===== src/sv/ssu_pkg.sv =====
`default_nettype none

package ssu_pkg;

    localparam int VALUE_W = 32;

    // Word taken on the input channel
    typedef struct packed {
        logic signed [VALUE_W-1:0] value;
        logic                      last_item;
    } t_in_word;

    // Word given on the output channel
    typedef struct packed {
        logic signed [VALUE_W-1:0] result_value;
        logic                      last_result;
        logic                      overflow;
    } t_out_word;

    // Controls broadcast from the sequencer to every cell
    typedef struct packed {
        logic cmp;   // compare the incoming value against the held one
        logic ins;   // insert: keep, take the new value, or take the left neighbour's
        logic shl;   // emit: take the right neighbour's contents
    } t_cell_ctl;

endpackage

`default_nettype wire


===== src/sv/ssu_cell.sv =====
`default_nettype none

module ssu_cell import ssu_pkg::*; (
    input  wire logic                      i_clk,
    input  wire logic                      i_rst_n,
    input  wire t_cell_ctl                 i_ctl,
    input  wire logic signed [VALUE_W-1:0] i_cmp_val,
    input  wire logic signed [VALUE_W-1:0] i_ins_val,
    input  wire logic signed [VALUE_W-1:0] i_prev_val,
    input  wire logic                      i_prev_hold,
    input  wire logic                      i_prev_lt,
    input  wire logic signed [VALUE_W-1:0] i_next_val,
    input  wire logic                      i_next_hold,
    output      logic signed [VALUE_W-1:0] o_val,
    output      logic                      o_hold,
    output      logic                      o_lt,
    output      logic                      o_eq
);

    logic signed [VALUE_W-1:0] r_val;
    logic                      r_hold;
    logic                      r_lt;
    logic                      r_eq;

    always_ff @(posedge i_clk) begin
        if (!i_rst_n) begin
            r_hold <= 1'b0;
            r_lt   <= 1'b0;
            r_eq   <= 1'b0;
        end else begin
            if (i_ctl.cmp) begin
                r_lt <= r_hold && (r_val < i_cmp_val);
                r_eq <= r_hold && (r_val == i_cmp_val);
            end
            if (i_ctl.ins) begin
                // hold if smaller; first cell not smaller takes the new value; the rest shift up
                if (!r_lt) begin
                    if (i_prev_lt) begin
                        r_val  <= i_ins_val;
                        r_hold <= 1'b1;
                    end else begin
                        r_val  <= i_prev_val;
                        r_hold <= i_prev_hold;
                    end
                end
            end else if (i_ctl.shl) begin
                r_val  <= i_next_val;
                r_hold <= i_next_hold;
                r_eq   <= 1'b0;
            end
        end
    end

    assign o_val  = r_val;
    assign o_hold = r_hold;
    assign o_lt   = r_lt;
    assign o_eq   = r_eq;

endmodule

`default_nettype wire


===== config.mk =====
export PLATFORM = sky130hd
export DESIGN_NAME = ssu_cell
export DESIGN_NICKNAME = d
export VERILOG_FILES = /design/src/sv/ssu_pkg.sv /design/src/sv/ssu_cell.sv
export SDC_FILE = /design/constraint.sdc
export NUM_CORES = 1
export LEC_CHECK = 0
export ABC_AREA = 1
export BUFFER_PORTS_ARGS = -buffer_cell sky130_fd_sc_hd__clkbuf_2
export CORE_ASPECT_RATIO = 0.7
export CORE_UTILIZATION = 40
export CTS_CLUSTER_DIAMETER = 150
export DETAILED_ROUTE_END_ITERATION = 10
export GPL_TIMING_DRIVEN = 0
export MAX_ROUTING_LAYER = met4
export PLACE_DENSITY_LB_ADDON = 0.12
export REMOVE_ABC_BUFFERS = 1
export SYNTH_ARGS = -nofsm -noshare
export SYNTH_HDL_FRONTEND = slang
export SYNTH_SLANG_ARGS = --single-unit

===== constraint.sdc =====
create_clock -name i_clk -period 3 [get_ports i_clk]
set_input_delay 0.15 -clock i_clk [delete_from_list [all_inputs] [get_ports i_clk]]
set_output_delay 0.15 -clock i_clk [all_outputs]
set_load 0.03 [all_outputs]

== After elaboration in Yosys (flattened, before gate mapping) ==
Cells that the tools add are included.

* Register bits after elaboration: 35
* Bits in latches: 0
* RAM bits: 0
* ROM bits: 0
* Input port bits: 136
* Output and inout port bits: 35
* Word-level logic and storage cells: 23
* Memories: 0

* $add $sub $neg: 0
* Multipliers: 0
* Div/mod/pow operators: 0
* Magnitude comparators: 1
* Eq/ne operators: 2
* Shift operators: 0
* Mux-type cells: 11
* Bitwise logic cells: 0
* Reductions and logical operators: 5

{| class="wikitable"
|+ Operators with widths
! operator !! number
|-
| $mux 32 || 4
|-
| $eq 32x32->1 || 1
|-
| $lt 32x32->1 || 1
|-
| $mux 1 || 7
|-
| $reduce_and 3->1 || 1
|-
| $logic_and 1x1->1 || 2
|-
| $ne 2x2->1 const B || 1
|-
| $reduce_and 2->1 || 1
|-
| $reduce_bool 2->1 || 1
|}

== Depth between registers and ports, before layout ==
* Word-level depth: 5
* Mapped depth: 16
* Depth with buffers taken out: 16

== Worst setup path after synthesis ==
No wires, ideal clock.

* Path kind: register to register
* From: register r_lt, in the netlist o_lt
* To: register r_val[0], in the netlist o_val[0], enable pin
* Library setup time: 0.421 ns
* Data arrival time: 2.022 ns
* Data required time: 2.579 ns
* Path slack: 0.558 ns
* Stages on the path, launching flop included: 4
* Path buffers: 0
* Clock period less this slack: 2.442 ns
* Path through: dfxtp_1 > o21ai_0 > inv_1 > nor2_1

* Cells in the longest elaborated chain, start to end: 2

{| class="wikitable"
|+ Ends and longest elaborated chain
! item !! RTL line !! text
|-
| start, declared || ssu_cell.sv:22 || <nowiki>logic r_lt;</nowiki>
|-
| start signal, assigned || ssu_cell.sv:32 || <nowiki>r_lt <= r_hold && (r_val < i_cmp_val);</nowiki>
|-
| $ne 2x2->1 (no source line) || - ||
|-
| $reduce_and 3->1 (no source line) || - ||
|-
| end signal, assigned || ssu_cell.sv:39 || <nowiki>r_val <= i_ins_val;</nowiki>
|-
| end signal, assigned || ssu_cell.sv:42 || <nowiki>r_val <= i_prev_val;</nowiki>
|-
| end signal, assigned || ssu_cell.sv:47 || <nowiki>r_val <= i_next_val;</nowiki>
|-
| end, declared || ssu_cell.sv:20 || <nowiki>logic signed [VALUE_W-1:0] r_val;</nowiki>
|}

No other way between the ends.
A chain may end at the register's enable or synchronous reset.

== Worst setup path in the final report ==
* From: input port i_ctl[1] (netlist name)
* To: register r_val[24], in the netlist o_val[24], enable pin

* Cells in the longest elaborated chain, start to end: 2
* Elaborated cells on any way between the ends: 3
* Classes of those cells: 1 x eq/ne; 2 x reduce/logical

{| class="wikitable"
|+ Ends and longest elaborated chain
! item !! RTL line !! text
|-
| start, declared || ssu_cell.sv:6 || <nowiki>input wire t_cell_ctl i_ctl,</nowiki>
|-
| $ne 2x2->1 (no source line) or $reduce_bool 2->1 (tied branches) || - ||
|-
| $reduce_and 3->1 (no source line) * || - ||
|}

Every way passes the cells marked *; elsewhere a longest branch is shown, timed or not.

==> run metrics <==
sequential share of the synthesized area 39.21%; Leak 0.001953 uW; DRC violations left 10; Die Span X 98.43 um; Worst VDD drop 0.1628 mV; antenna viol nets, final 0; Combinational Power Share 29.7%; area leader, netlist edfxtp_1; synthesis-to-layout area growth 38.06%; Post-DP Area 0.003515 mm^2; row cnt 24; CP arrival 2.36 ns; I/O Buffers 170; Die Y-Extent 69.50 um; switching share of total power 32.18%; layout net count 670; Critical Path End Type flop; Yosys warnings 0; 1st-iter DRT viols 74; first-pass iteration count of the detailed router 9; maximum net fanout on the critical path 35; clk_lat worst skew 0.28 ns; Resized cells post-CTS 0; GRT Util Overall 22.28%; Clock Skews 0.003649 ns; # setup viols final 0; CP Launch Type input port; die area 0.006841 mm^2; Placeable Area 0.006246 mm^2; Worst Hold Class input port to flop; cell area after layout 0.003595 mm^2; Worst Tran Pin Value 1.126 ns; status finished, violations left; RSZ-0062 raised after global routing no; top cell type's share of synthesized area 36.91%; setup_tns 0 ns; Util after Layout 57.55%; sequential share of power 45.1%; number of I/O pins 171; FMAX 0.4067 GHz; global-route wire length before repair 11690 um; PD cells 365.4 mW/mm^2; ant diodes 0; vias in the first global route 2562; Post-CTS Hold Fix Bufs 0; part of the cycle the worst path needs 81.96%; clk sinks 35; failing checks DRC; layout cell share with drive strength beyond 1 36.98%; Max-slew headroom 24.87%; initial cell density of the core 41.69%; vias per std cell 4.783; minimum clock period 2.459 ns; reg-to-reg slack, setup 1.28 ns; CTS clk-pin slew, worst paths 0.07 ns; critical path class input port to flop; H-tree levels 2; Synth area leaders edfxtp_1, ha_1, o21ai_0, nand2_1, inv_1; clock power share 25.1%; Netlist cell types 22; Placer Congestion 0.8605; Via Count 2779; Slew Limit Fails 0; antenna violations before repair 0; CTS Root Cell clkbuf_8; P_int 891.0 uW; CTS tree built; WL final 7286 um; drt wl/cell 12.54 um; Post-CTS Setup Bufs 0; final hold vios 0; GR Overflow Total 0; sw power 422.7 uW; Max-Cap Viols 0; Synth Register Bits 35; Post-Synthesis Cells 337; clk buf depth 2; CTS buffer count 5; WP data required 2.91 ns; Avg Cell Area, Syn 7.726 um^2; HPWL Detailed 5570 um; largest net degree at the start of global routing 36; Post-Syn Area 0.002604 mm^2; Hold Slack 0.1105 ns
-- stage by stage --
stage	total power, uW	std cells	setup WS, ns
floorplan	820.7	325	0.5182
global placement	980.9	573	-1.018
detailed placement	995.9	573	0.2535
CTS	1320	581	0.5554
global route	1397	581	0.3515
finish	1314	581	0.5411
-- worst max-delay path, cell delays in order --
cell and delay [ns]:
clkbuf_2 0.40, inv_2 0.66, nand2_1 0.16, o21ai_0 0.11, inv_1 0.11, nor2_4 0.73
-- power by group through the flow --
stage,clock (uW),combinational (uW),sequential (uW)
final,330,390,593
after global routing,357,443,598
after CTS,333,393,594
after detailed placement,0,392,604
after global placement,0,377,604
after floorplan,0,158,663
-- path summary, 6_finish.rpt --
kind / from / to / depth (start not counted)
setup / recovery: i_ctl[1] / o_val[24]$_DFFE_PP_ / 6
hold / removal: i_rst_n / o_eq$_SDFF_PN0_ / 3
setup reg to reg: o_lt$_SDFFE_PN0P_ / o_val[24]$_DFFE_PP_ / 3
hold reg to reg: o_eq$_SDFF_PN0_ / o_eq$_SDFF_PN0_ / 2
-- layer usage --
| metal | part of all wire [%] | GRT usage, % | wire length [um] |
|---|---|---|---|
| met5 | 0 | - | 0 |
| met4 | 0.86 | 5.141 | 63 |
| met3 | 7.5 | 3.730 | 547 |
| met2 | 45 | 37.01 | 3250 |
| met1 | 47 | 28.64 | 3423 |
-- cell type report --
cell class | instances | area, um^2
tap | 78 | 97.59
clock inverter | 2 | 7.507
clock buffer | 6 | 72.57
fill | 589 | 2651
multi-input combinational | 243 | 1369
inverter | 47 | 176.4
timing repair buffer | 170 | 850.8
sequential | 35 | 1021
-- logic make-up after synthesis --
family	Yosys count	share of synthesized area, %
compound gates	89	17.92
fa+ha+maj	32	15.38
buf+inv	59	8.505
flops	35	39.21
simple gates	122	18.98
-- flip-flops by register name, summed over array words and instances, names as in the netlist --
| name | flops |
|---|---|
| o_val | 32 |
| o_eq | 1 |
| o_hold | 1 |
| o_lt | 1 |
-- Yosys cell counts --
| library cell | count |
|---|---|
| nand2_1 | 68 |
| o21ai_0 | 64 |
| inv_1 | 45 |
| nor2_1 | 40 |
| edfxtp_1 | 32 |
| ha_1 | 32 |
| a21oi_1 | 14 |
| clkbuf_1 | 12 |
| nand3_1 | 4 |
| o21ai_1 | 4 |
| dfxtp_1 | 3 |
| nand2_2 | 3 |
| a21o_1 | 2 |
| a21oi_2 | 2 |
| inv_2 | 2 |
| nand4_1 | 2 |
| nor3_1 | 2 |
| o21a_1 | 2 |
| nor2_2 | 1 |
| nor2_4 | 1 |
| nor3_2 | 1 |
| o41ai_1 | 1 |
-- placed cells by master, fill, tap and decap left out, types with 5 or more instances in the layout --
master,instances
a21oi_1,14
clkbuf_2,170
clkbuf_8,5
edfxtp_1,32
ha_1,32
inv_1,45
nand2_1,68
nor2_1,39
o21ai_0,64
Power figures use the tool's default switching activity.
